**src/rtl/gtf_pkg.sv**
```systemverilog
// Package for the grouped team FIFO: field widths, request and status codes,
// controller states and the command and status bundles between the controller and
// the datapath. No dependencies.
`default_nettype none

package gtf_pkg;

    // Widths of the word fields on the request and response channels.
    localparam int REQ_W  = 2;
    localparam int ELEM_W = 10;
    localparam int TEAM_W = 6;
    localparam int STAT_W = 2;

    // Request codes.
    typedef enum logic [REQ_W-1:0] {
        REQ_ASSIGN  = 2'd0,
        REQ_ENQUEUE = 2'd1,
        REQ_DEQUEUE = 2'd2,
        REQ_CLEAR   = 2'd3
    } t_req_type;

    // Response status codes.
    typedef enum logic [STAT_W-1:0] {
        ST_OK    = 2'd0,
        ST_EMPTY = 2'd1,
        ST_FULL  = 2'd2
    } t_status_code;

    // Controller states.
    typedef enum logic [3:0] {
        S_INIT,
        S_IDLE,
        S_ASSIGN,
        S_CLEAR,
        S_ENQ_LOOK,
        S_ENQ_COMMIT,
        S_DEQ_PICK,
        S_DEQ_READ,
        S_DEQ_COMMIT,
        S_DONE
    } t_state;

    // Commands from the controller to the datapath.
    typedef struct packed {
        logic init_step;
        logic latch;
        logic do_assign;
        logic do_clear;
        logic enq_lookup;
        logic enq_full;
        logic enq_commit;
        logic deq_pick;
        logic deq_empty;
        logic deq_read;
        logic deq_commit;
        logic load_out;
    } t_dp_cmd;

    // Status from the datapath to the controller.
    typedef struct packed {
        logic init_done;
        logic store_full;
        logic order_empty;
        logic out_free;
    } t_dp_stat;

endpackage

`default_nettype wire

```
**src/rtl/gtf_ctrl.sv**
```systemverilog
// Controller of the grouped team FIFO: the state machine that sequences each
// request through the datapath. Depends on gtf_pkg.
`default_nettype none

module gtf_ctrl (
    input  logic                      i_clk,
    input  logic                      i_rst_n,
    input  logic                      i_req_valid,
    input  logic [gtf_pkg::REQ_W-1:0] i_req_type,
    output logic                      o_req_ready,
    input  gtf_pkg::t_dp_stat         i_stat,
    output gtf_pkg::t_dp_cmd          o_cmd
);

    gtf_pkg::t_state    r_state;
    gtf_pkg::t_state    n_state;
    gtf_pkg::t_req_type w_req;

    assign w_req = gtf_pkg::t_req_type'(i_req_type);

    // State register; reset starts the membership clearing pass.
    always_ff @(posedge i_clk) begin
        if (!i_rst_n) begin
            r_state <= gtf_pkg::S_INIT;
        end else begin
            r_state <= n_state;
        end
    end

    // Next state and commands.
    always_comb begin
        n_state     = r_state;
        o_cmd       = '0;
        o_req_ready = 1'b0;
        unique case (r_state)
            gtf_pkg::S_INIT: begin
                o_cmd.init_step = 1'b1;
                if (i_stat.init_done) begin
                    n_state = gtf_pkg::S_IDLE;
                end
            end
            gtf_pkg::S_IDLE: begin
                o_req_ready = 1'b1;
                if (i_req_valid) begin
                    o_cmd.latch = 1'b1;
                    unique case (w_req)
                        gtf_pkg::REQ_ASSIGN:  n_state = gtf_pkg::S_ASSIGN;
                        gtf_pkg::REQ_ENQUEUE: n_state = gtf_pkg::S_ENQ_LOOK;
                        gtf_pkg::REQ_DEQUEUE: n_state = gtf_pkg::S_DEQ_PICK;
                        gtf_pkg::REQ_CLEAR:   n_state = gtf_pkg::S_CLEAR;
                        default:              n_state = gtf_pkg::S_IDLE;
                    endcase
                end
            end
            gtf_pkg::S_ASSIGN: begin
                o_cmd.do_assign = 1'b1;
                n_state         = gtf_pkg::S_DONE;
            end
            gtf_pkg::S_CLEAR: begin
                o_cmd.do_clear = 1'b1;
                n_state        = gtf_pkg::S_DONE;
            end
            gtf_pkg::S_ENQ_LOOK: begin
                if (i_stat.store_full) begin
                    o_cmd.enq_full = 1'b1;
                    n_state        = gtf_pkg::S_DONE;
                end else begin
                    o_cmd.enq_lookup = 1'b1;
                    n_state          = gtf_pkg::S_ENQ_COMMIT;
                end
            end
            gtf_pkg::S_ENQ_COMMIT: begin
                o_cmd.enq_commit = 1'b1;
                n_state          = gtf_pkg::S_DONE;
            end
            gtf_pkg::S_DEQ_PICK: begin
                if (i_stat.order_empty) begin
                    o_cmd.deq_empty = 1'b1;
                    n_state         = gtf_pkg::S_DONE;
                end else begin
                    o_cmd.deq_pick = 1'b1;
                    n_state        = gtf_pkg::S_DEQ_READ;
                end
            end
            gtf_pkg::S_DEQ_READ: begin
                o_cmd.deq_read = 1'b1;
                n_state        = gtf_pkg::S_DEQ_COMMIT;
            end
            gtf_pkg::S_DEQ_COMMIT: begin
                o_cmd.deq_commit = 1'b1;
                n_state          = gtf_pkg::S_DONE;
            end
            gtf_pkg::S_DONE: begin
                // Hand the result to the output register once it has room.
                if (i_stat.out_free) begin
                    o_cmd.load_out = 1'b1;
                    n_state        = gtf_pkg::S_IDLE;
                end
            end
            default: begin
                n_state = gtf_pkg::S_IDLE;
            end
        endcase
    end

endmodule

`default_nettype wire

```
**config.mk**
```make
export PLATFORM = sky130hd
export DESIGN_NAME = gtf_ctrl
export DESIGN_NICKNAME = d
export VERILOG_FILES = /design/src/rtl/gtf_pkg.sv /design/src/rtl/gtf_ctrl.sv
export SDC_FILE = /design/constraint.sdc
export NUM_CORES = 1
export LEC_CHECK = 0
export ABC_AREA = 1
export BUFFER_PORTS_ARGS = -buffer_cell sky130_fd_sc_hd__buf_2
export CORE_AREA = 2 2 39 41
export DETAILED_ROUTE_END_ITERATION = 8
export DIE_AREA = 0 0 41 43
export PLACE_DENSITY = 0.6
export SLEW_MARGIN = 20
export SYNTH_ARGS = -nofsm -noshare
export SYNTH_HDL_FRONTEND = slang
export SYNTH_SLANG_ARGS = --single-unit
```
**constraint.sdc**
```tcl
create_clock -name i_clk -period 1.9 [get_ports i_clk]
set_input_delay 0.285 -clock i_clk [delete_from_list [all_inputs] [get_ports i_clk]]
set_output_delay 0.285 -clock i_clk [all_outputs]
set_load 0.01 [all_outputs]
```
# Word-level counts from Yosys, hierarchy flattened
# Cells that the tools add are included.
[totals] in_bits=9 register_bits=4 word_cells=44
[op_classes] reduce_logical=4 muxes=24 n_eq_ne=15
[op_table] operator="4-bit case mux with 7 select lines" count=1
[op_table] operator="4-bit 2-to-1 mux" count=5
[op_table] operator="4-bit by 3-bit equality test with 1-bit output (second input constant)" count=4
[op_table] operator="4-bit case mux with 4 select lines" count=1
[op_table] operator="1-bit 2-to-1 mux" count=15
[op_table] operator="4-bit by 2-bit equality test with 1-bit output (second input constant)" count=2
[op_table] operator="4-bit equality test (second input constant)" count=2
[op_table] operator="2-bit != test (second input constant)" count=3
[op_table] operator="2-bit equality test (second input constant)" count=2
[op_table] operator="4-bit by 1-bit equality test with 1-bit output (second input constant)" count=1
[op_table] operator="4-bit logical NOT" count=1
[op_table] operator="2-bit 2-to-1 mux" count=2
[op_table] operator="4-bit OR reduction" count=1
[op_table] operator="3-bit AND reduction" count=1
[op_table] operator="2-bit by 1-bit equality test with 1-bit output (second input constant)" count=1
[op_table] operator="2-bit logical NOT" count=1

# Longest topological paths before layout
# Gate-level depths: netlist (run 1).
[logic_depth] depth_word=4 depth_mapped=8 ltp_nobuf=8

# Least setup slack after synthesis (run 1)
# OpenSTA, ideal clock, no wires.
[synth_path] kind="register to output" start="reg r_state[3]" end="out o_cmd[0] (netlist name)" stages_incl_launch_ff=3 t_required_ps=1615 t_arrival_ps=908 slack_ps=707 cell_sequence="dfxtp_1 -> inv_2 -> nor4_1"
[synth_lines] item="start, declared" line="gtf_ctrl.sv:15" source="gtf_pkg::t_state r_state;"
[synth_lines] item="start signal, assigned" line="gtf_ctrl.sv:24" source="r_state <= gtf_pkg::S_INIT;"
[synth_lines] item="start signal, assigned" line="gtf_ctrl.sv:26" source="r_state <= n_state;"
[synth_lines] item="end, declared" line="gtf_ctrl.sv:12" source="output gtf_pkg::t_dp_cmd o_cmd"

==> metrics.yaml, run 1 <==
area_growth_pct: 35.5
detail_route.wl_per_cell_um: 8.85
grt_max_degree: 7
slew_violations: 0
worstPathArrival_ns: 1.32
grt_pass1_wl_um: 1650
setup_violations: 0
die_h_um: 43
drt_pass1_iterations: 4
hold_class: "in -> reg"
rows: 14
overflow: 0
synth_area_um2: 415
cts_resized: 0
drtIter0Drc: 18
antenna_found_initial: 0
pwr-share-comb: 0.371
rsz0062_at_grt: "false"
p_seq_frac: 0.312
worst_setup_path_end_kind: "primary output"
netlist_instances: 76
antennaDiodeCount: 0
detailroute.via_count: 513
finalHoldViolations: 0
root_buffer: "clkbuf_4"
place_area_um2: 541
pre_cts_slack_ns: 0.559
fin_skew_ns: 0.00103
cts_tree: "yes"
postCtsSetupBuffers: 0
cellPowerDensity_mw_per_mm2: 580
ys_types: 15
top_register: "r_state"
maxSlewHeadroom: 0.804
io_buffers: 21
max_stage_delay_ns: 0.36
status: "finished clean"
ys_seq_area_frac: 0.193
power.switching_uw: 120
setup_slack_ns: 0.300
reg_top3: "r_state x4"
holdBufCountCts: 0
drc: 0
fmax_mhz: 625
critPathLaunchType: "flop"
cts_buffers: 3
worst_slew_pin_slew_ns: 0.294
slowest_stage: "dfxtp_1"
fillers: 161
nets: 113
syn_area_per_cell_um2: 5.47
p_leak_nw: 0.397
finalCritPeriodShare: 0.842
ir_drop_v: 0.000354
crit_type: "reg -> out"
worstSkewPairLatency_ns: 0.23
ctsLongestPathBuffers: 2
wirelength_um: 1030
start_util: 0.300
die_width_um: 41
final.setup.tns_ns: 0
drive_above_1_share: 0.330
hpwl_um: 912
holdWs_ns: 0.270
p_sw_frac: 0.367
final_area_um2: 563
yosys_warnings: 0
coreArea_mm2: 0.00138
ios: 22
max_cap_viol_count: 0
postRouteAntennaNets: 0
synth_nets: 87
die-area_mm2: 0.00176
grt_pass1_vias: 443
vias_per_cell: 4.42
cts_max_level: 1
cp.required_ns: 1.62
pwr-share-clk: 0.316
gp_congestion: 0.824
intPower_uw: 207
min_period_ns: 1.60
synth_seq_cells: 4
crit_chain: "nor2_1, inv_1, nor2_1, nand2_1, inv_1, buf_2"
cp_max_fo: 5
largest_reg_flops: 4
clkTransAtPathRegs_ns: 0.04
grt_use_total: 0.138
cts_sinks: 4
==> metal layers <==
layer | up-vias | global-route usage | wire length, µm
met5 | - | 0 | 0
met4 | 0 | 0.0600 | 16
met3 | 2 | 0.0314 | 50
met2 | 11 | 0.225 | 546
met1 | 225 | 0.161 | 413
li1 | 275 | - | -
==> final timing paths <==
| path | start | cells past startpoint | end | slack (ns) |
|---|---|---|---|---|
| setup / recovery | r_state[1] | 6 | o_cmd[7] | 0.30 |
| hold / removal | i_rst_n | 3 | r_state[3] | 0.27 |
| setup reg to reg | r_state[1] | 7 | r_state[1] | 0.64 |
| hold reg to reg | r_state[0] | 5 | r_state[0] | 0.79 |
==> synthesized netlist by cell type (all sizes together) <==
master / instances / share of area
nor2: 19 / 0.23
nor4: 1 / 0.015
nand3: 8 / 0.096
inv: 19 / 0.17
nand3b: 1 / 0.018
nand2: 19 / 0.18
dfxtp: 4 / 0.19
ha: 2 / 0.060
o211ai: 1 / 0.018
o21ai: 1 / 0.012
a21oi: 1 / 0.012
==> critical path: cells and delay by family, from the launching register on <==
kind | cells | cell delay [ns]
AND/OR/NAND/NOR | 3 | 0.45
flip-flops | 1 | 0.36
buffers and inverters | 3 | 0.27
==> area by class of cell <==
| type | count | area (µm²) | share of cell area |
|---|---|---|---|
| inverters | 19 | 71.3 | 0.127 |
| repair buffers | 21 | 105 | 0.187 |
| multi-input cells | 53 | 264 | 0.469 |
| clock buffers | 3 | 22.5 | 0.0400 |
| flip-flops and latches | 4 | 80.1 | 0.142 |
| well taps | 16 | 20.0 | 0.0356 |
==> layout by cell type, fill, tap and decap left out <==
cell      netlist  final
nand3_1         8      8
dfxtp_1         4      4
nor2_2          3      3
nor2_4          2      2
buf_2           0     21
nand2_1        18     18
inv_1          16     16
nand3b_1        1      1
nor4_1          1      1
clkbuf_4        0      3
nor2_1         14     14
o211ai_1        1      1
a21oi_1         1      1
nand2_2         1      1
inv_2           3      3
o21ai_0         1      1
ha_1            2      2
==> per-stage QoR <==
stage	total power [mW]	instances	util
final	0.327	116	0.407
after global routing	0.355	116	0.407
after CTS	0.334	116	0.407
after detailed placement	0.225	113	0.391
after global placement	0.226	113	0.391
after floorplan	0.185	76	-
==> logic make-up (layout without fill, tap and decap cells) <==
family,after synthesis,in the layout,synth area share
compound gates,3,3,0.0422
fa+ha+maj,2,2,0.0602
flops,4,4,0.193
buf+inv,19,43,0.172
simple gates,48,48,0.533
==> power by group through the flow <==
stage          registers [mW]  logic [mW]  clock network [mW]
6_report                0.102       0.121               0.103
5_1_grt                 0.103       0.138               0.114
4_1_cts                 0.102       0.123               0.109
3_5_place_dp            0.103       0.122                   0
3_3_place_gp            0.104       0.122                   0
2_1_floorplan           0.101      0.0839                   0
(Power assumes the default switching activity.)
==> inputs of run 2 (changes only) <==
- PLACE_DENSITY: 0.6 -> 0.62
- clock period: 1.9 -> 1.4 ns (I/O delays scaled with it)
==> run 2 against run 1 <==
  * Via count stayed put
  * Clock skew is 0.00099 ns higher
  * Largest power group unchanged
  * Sequential cell count stayed put
  * Utilization is 2.2 points higher
==> metrics.yaml, run 2 (synthesized netlist as in run 1, its figures left out) <==
status: "finished clean"
slew_violations: 0  # unchanged
multiInputGateArea_um2: 282  # +6.6%
die-area_mm2: 0.00176  # unchanged
grt_pass1_vias: 439  # -0.90%
holdBufCountCts: 0  # unchanged
finalHoldViolations: 0  # unchanged
nets: 113  # unchanged
cts_tree: "yes"
io_buffers: 21  # unchanged
total_power_uw: 456  # +39%
ios: 22  # unchanged
cts_buffers: 3  # unchanged
ir_drop_v: 0.000419  # +18%
fmax_mhz: 728
final_common_cell: "buf_2"
drt_pass1_iterations: 4  # unchanged
root_buffer: "clkbuf_4"
finalCritPeriodShare: 0.982
crit_type: "reg -> out"
critPathLaunchType: "flop"
cp_max_fo: 4  # -1
worstSkewPairLatency_ns: 0.23  # about the same
postRouteAntennaNets: 0  # unchanged
antenna_found_initial: 0  # unchanged
worst_slew_pin_slew_ns: 0.265  # -0.0288 ns
rsz0062_at_grt: "true"
critical_path.top_delay_family: "flip-flops"
fin_skew_ns: 0.00202  # +0.000987 ns
reg_top3: "r_state x4"
largest_reg_flops: 4  # unchanged
vias_per_cell: 4.42  # unchanged
worstPathArrival_ns: 1.16  # -0.16 ns
max_cap_viol_count: 0  # unchanged
wirelength_um: 1080  # +5.6%
cts_sinks: 4  # unchanged
pre_cts_slack_ns: 0.152  # -0.407 ns
fin_cells: 116  # unchanged
gp_congestion: 0.773  # -6.1%
overflow: 0  # unchanged
min_period_ns: 1.37
setup_slack_ns: 0.0257  # -0.274 ns
detailroute.via_count: 513  # unchanged
place_area_um2: 541  # unchanged
cp_num_buf_inv: 2  # -1
regArea_um2: 92.6  # +16%
ctsLongestPathBuffers: 2  # unchanged
drc: 0  # unchanged
grt_pass1_wl_um: 1640  # -0.85%
top_register: "r_state"
rows: 14  # unchanged
drtIter0Drc: 6  # -12
die_width_um: 41  # unchanged
hpwl_um: 915  # +0.36%
worst_setup_path_end_kind: "primary output"
max_stage_delay_ns: 0.38  # +0.02 ns
cellPowerDensity_mw_per_mm2: 768  # +32%
slowest_stage: "dfxtp_2"
final_area_um2: 593  # +5.3%
grt_use_total: 0.135  # -0.00301
crit_chain: "inv_2, nor4_1, buf_2"
fillers: 166  # +3.1%
cp.required_ns: 1.19  # -0.43 ns
setup_violations: 0  # unchanged
dp.cells: 113  # unchanged
maxSlewHeadroom: 0.822  # +0.0183
hold_class: "in -> reg"
die_h_um: 43  # unchanged
antennaDiodeCount: 0  # unchanged
cts_max_level: 1  # unchanged
final_cell_mix: "buf_2, nand2_1, inv_1"
area_growth_pct: 42.8
coreArea_mm2: 0.00138  # unchanged
detail_route.wl_per_cell_um: 9.34  # +5.6%
grt_max_degree: 7  # unchanged
start_util: 0.300  # unchanged
p_leak_nw: 0.401  # +1.1%
clkTransAtPathRegs_ns: 0.03  # about the same
drive_above_1_share: 0.410  # +0.0800
==> run 2: changes by cell type in the layout (fill, tap and decap cells not counted), moves of 2 or more <==
| cell | change |
|---|---|
| dfxtp_4 | +3 |
| dfxtp_1 | -4 |
| nor2_4 | +2 |
| nor2_1 | -3 |
==> run 2: report_power, final <==
| group | internal [mW] | switching, mW | total [mW] |
|---|---|---|---|
| clock | 0.0955 | 0.0424 | 0.138 |
| sequential | 0.124 | 0.0198 | 0.143 |
| combinational | 0.0675 | 0.107 | 0.174 |
==> run 2: layout make-up <==
cell class,count,area share
Sequential cell,4,0.156
Timing Repair Buffer,21,0.177
Inverter,19,0.120
Tap cell,16,0.0338
Clock buffer,3,0.0380
Multi-Input combinational cell,53,0.475
==> run 2: path summary, 6_finish.rpt <==
| kind | end | from | depth (start not counted) | slack [ns] |
|---|---|---|---|---|
| hold / removal | r_state[3] | i_rst_n | 3 | 0.20 |
| setup reg to reg | r_state[2] | r_state[0] | 8 | 0.25 |
| setup / recovery | o_cmd[0] | r_state[3] | 3 | 0.03 |
| hold reg to reg | r_state[1] | r_state[1] | 5 | 0.74 |
==> run 2: timing repair <==
| action | CTS | global route |
|---|---|---|
| gates cloned | 0 | 0 |
| pin swaps | 0 | 1 |
| setup endpoints to repair | 6 | 6 |
| resized for setup | 5 | 8 |
| buffers inserted | 0 | 0 |
==> run 2: routing by layer <==
| metal | vias to the layer above | wire, µm | global-route usage |
|---|---|---|---|
| li1 | 277 | - | - |
| met1 | 225 | 446 | 0.167 |
| met2 | 11 | 579 | 0.219 |
| met3 | 0 | 59 | 0.0157 |
| met4 | 0 | 0 | 0.0600 |
| met5 | - | 0 | 0 |
==> run 2: through the flow <==
| stage | TNS [ns] | util | hold slack (ns) |
|---|---|---|---|
| 6_report | 0 | 0.429 | 0.201 |
| 5_1_grt | -0.00221 | 0.429 | 0.198 |
| 4_1_cts | 0 | 0.412 | 0.186 |
| 3_5_place_dp | 0 | 0.391 | 0.433 |
| 3_3_place_gp | 0 | 0.391 | 0.426 |
| 2_1_floorplan | 0 | - | 0.308 |
==> run 2: worst register-to-register path, cell delays in order, from the launching register on <==
cell     delay, ns
dfxtp_4       0.38
inv_2         0.07
nor2_4        0.11
nand2_2       0.09
nand2_1       0.07
nor2_1        0.05
nor2_2        0.15
nand2_1       0.07
nor2_1        0.09
==> inputs of run 3 (changes only) <==
- BUFFER_PORTS_ARGS: -buffer_cell sky130_fd_sc_hd__buf_2 -> -buffer_cell sky130_fd_sc_hd__clkbuf_2
- GPL_TIMING_DRIVEN: unset -> 0
==> run 3 against run 2 <==
  * Worst setup slack improved by 0.019 ns
  * Critical path type unchanged
  * Critical path depth increased by 2
  * Sequential power hardly changed
  * Via count rose by 1.4%
  * Non-clock buffer count rose by 3
  * Clock-buffer cell count unchanged
  * Die area is the same
  * Register-to-register slack worse by 0.10 ns
==> metrics.yaml, run 3 (synthesized netlist as in run 1, its figures left out) <==
intPower_uw: 307  # +7.2%
power.switching_uw: 178  # +5.1%
top_register: "r_state"
cp_num_buf_inv: 3  # +1
pwr-share-clk: 0.292  # -0.011
rows: 14  # unchanged
area_growth_pct: 53.3
fin_skew_ns: 0.00415  # +0.00213 ns
fmax_mhz: 738  # +1.4%
die_width_um: 41  # unchanged
worst_setup_path_end_kind: "primary output"
vias_per_cell: 4.37  # -1.2%
root_buffer: "clkbuf_4"
critPathLaunchType: "flop"
cp_max_fo: 6  # +2
ir_drop_v: 0.000333  # -21%
p_sw_frac: 0.366  # -0.00449
cellPowerDensity_mw_per_mm2: 761  # -0.91%
final_common_cell: "clkbuf_2"
holdBufCountCts: 0  # unchanged
antennaDiodeCount: 0  # unchanged
postRouteAntennaNets: 0  # unchanged
start_util: 0.300  # unchanged
ctsLongestPathBuffers: 2  # unchanged
cts_tree: "yes"
largest_reg_flops: 4  # unchanged
grt_max_degree: 7  # unchanged
setup_violations: 0  # unchanged
path_depth: 5  # +2
place_area_um2: 541  # unchanged
fin_cells: 119  # +2.6%
drive_above_1_share: 0.466  # +0.0560
nets: 116  # +2.7%
pwr-share-comb: 0.415  # +0.033
dp.cells: 113  # unchanged
grt_pass1_wl_um: 1520  # -7.2%
maxSlewHeadroom: 0.860  # +0.0381
cts_sinks: 4  # unchanged
r2r_cells: 9  # +1
slew_violations: 0  # unchanged
crit_type: "reg -> out"
clkTransAtPathRegs_ns: 0.03  # about the same
wirelength_um: 1050  # -3.2%
antenna_found_initial: 0  # unchanged
final_cell_mix: "clkbuf_2, nand2_1, inv_1"
max_cap_viol_count: 0  # unchanged
post-route-util: 0.460  # +0.0316
slowest_stage: "dfxtp_4"
drt_pass1_iterations: 2  # -2
max_stage_delay_ns: 0.37  # about the same
min_path_cells: 3  # unchanged
drtIter0Drc: 7  # +1
detailroute.via_count: 520  # +1.4%
worstPathArrival_ns: 1.15  # about the same
grt_pass1_vias: 371  # -15%
finalCritPeriodShare: 0.968  # -0.0134
die-area_mm2: 0.00176  # unchanged
hold_class: "in -> reg"
coreArea_mm2: 0.00138  # unchanged
crit_chain: "inv_4, nor2_4, nand3_1, inv_1, clkbuf_2"
p_seq_frac: 0.293  # -0.022
hpwl_um: 861  # -5.9%
min_period_ns: 1.36  # -0.0188 ns
reg_top3: "r_state x4"
ios: 22  # unchanged
holdWs_ns: 0.197  # -0.00379 ns
critical_path.top_delay_family: "flip-flops"
die_h_um: 43  # unchanged
cts_buffers: 3  # unchanged
overflow: 0  # unchanged
setup_slack_ns: 0.0445  # +0.0188 ns
cts_max_level: 1  # unchanged
pre_cts_slack_ns: 0.158  # +0.00584 ns
detail_route.wl_per_cell_um: 8.82  # -5.7%
grt_use_total: 0.128  # -0.00703
p_leak_nw: 0.407  # +1.5%
io_buffers: 21  # unchanged
status: "finished clean"
cp.required_ns: 1.19  # about the same
drc: 0  # unchanged
rsz0062_at_grt: "true"
worst_slew_pin_slew_ns: 0.208  # -0.0566 ns
gp_congestion: 0.806  # +4.2%
worstSkewPairLatency_ns: 0.23  # about the same
finalHoldViolations: 0  # unchanged
final_area_um2: 637  # +7.4%
run 3: cell types whose count changed in the layout (fill, tap and decap cells not counted):
cell	previous run	this run
buf_2	21	2
nand2_1	18	17
inv_4	0	1
buf_4	0	3
buf_6	0	1
nand3_1	8	7
nand2_2	1	2
nand3_2	0	1
clkbuf_2	0	18
nor2_2	4	6
inv_2	4	3
nor2_1	11	9
run 3: through the flow:
stage	setup TNS [ns]	total power, mW
global route	-0.0879	0.530
finish	0	0.485
detailed placement	0	0.303
CTS	0	0.456
global placement	0	0.302
floorplan	0	0.251
run 3: path summary, 6_finish.rpt:
kind | start | endpoint | slack (ns)
setup / recovery | r_state[2] | o_cmd[2] | 0.04
hold / removal | i_rst_n | r_state[3] | 0.20
setup reg to reg | r_state[0] | r_state[2] | 0.15
hold reg to reg | r_state[3] | r_state[0] | 0.72
run 3: metal layers:
metal | track usage | part of all wire
met4 | 0.0600 | 0
met5 | 0 | 0
met1 | 0.161 | 0.45
met2 | 0.194 | 0.50
met3 | 0.0314 | 0.058
run 3: layout make-up:
type / count / area, µm²
clock buffers: 3 / 22.5
fillers: 155 / 747
inverters: 19 / 73.8
multi-input cells: 53 / 294
flip-flops and latches: 4 / 92.6
well taps: 16 / 20.0
repair buffers: 24 / 134
run 3: worst reg2reg max path, stage by stage (launching register included):
cell     delay, ns
dfxtp_4       0.38
inv_2         0.07
nor2_4        0.14
nand2_2       0.06
buf_4         0.14
nand2_1       0.05
nor2_1        0.04
nor2_2        0.13
nand2_1       0.06
nor2_1        0.09
run 3: power groups by stage:
stage,logic (mW),clock network [mW],registers [mW]
final,0.201,0.141,0.142
after global routing,0.225,0.160,0.144
after CTS,0.166,0.150,0.140
after detailed placement,0.164,0,0.139
after global placement,0.163,0,0.139
after floorplan,0.114,0,0.137
run 3: timing repair:
item / CTS / global route
setup endpoints to repair: 6 / 8
pin swaps: 0 / 5
resized for setup: 4 / 18
gates cloned: 0 / 0
buffers inserted: 0 / 3
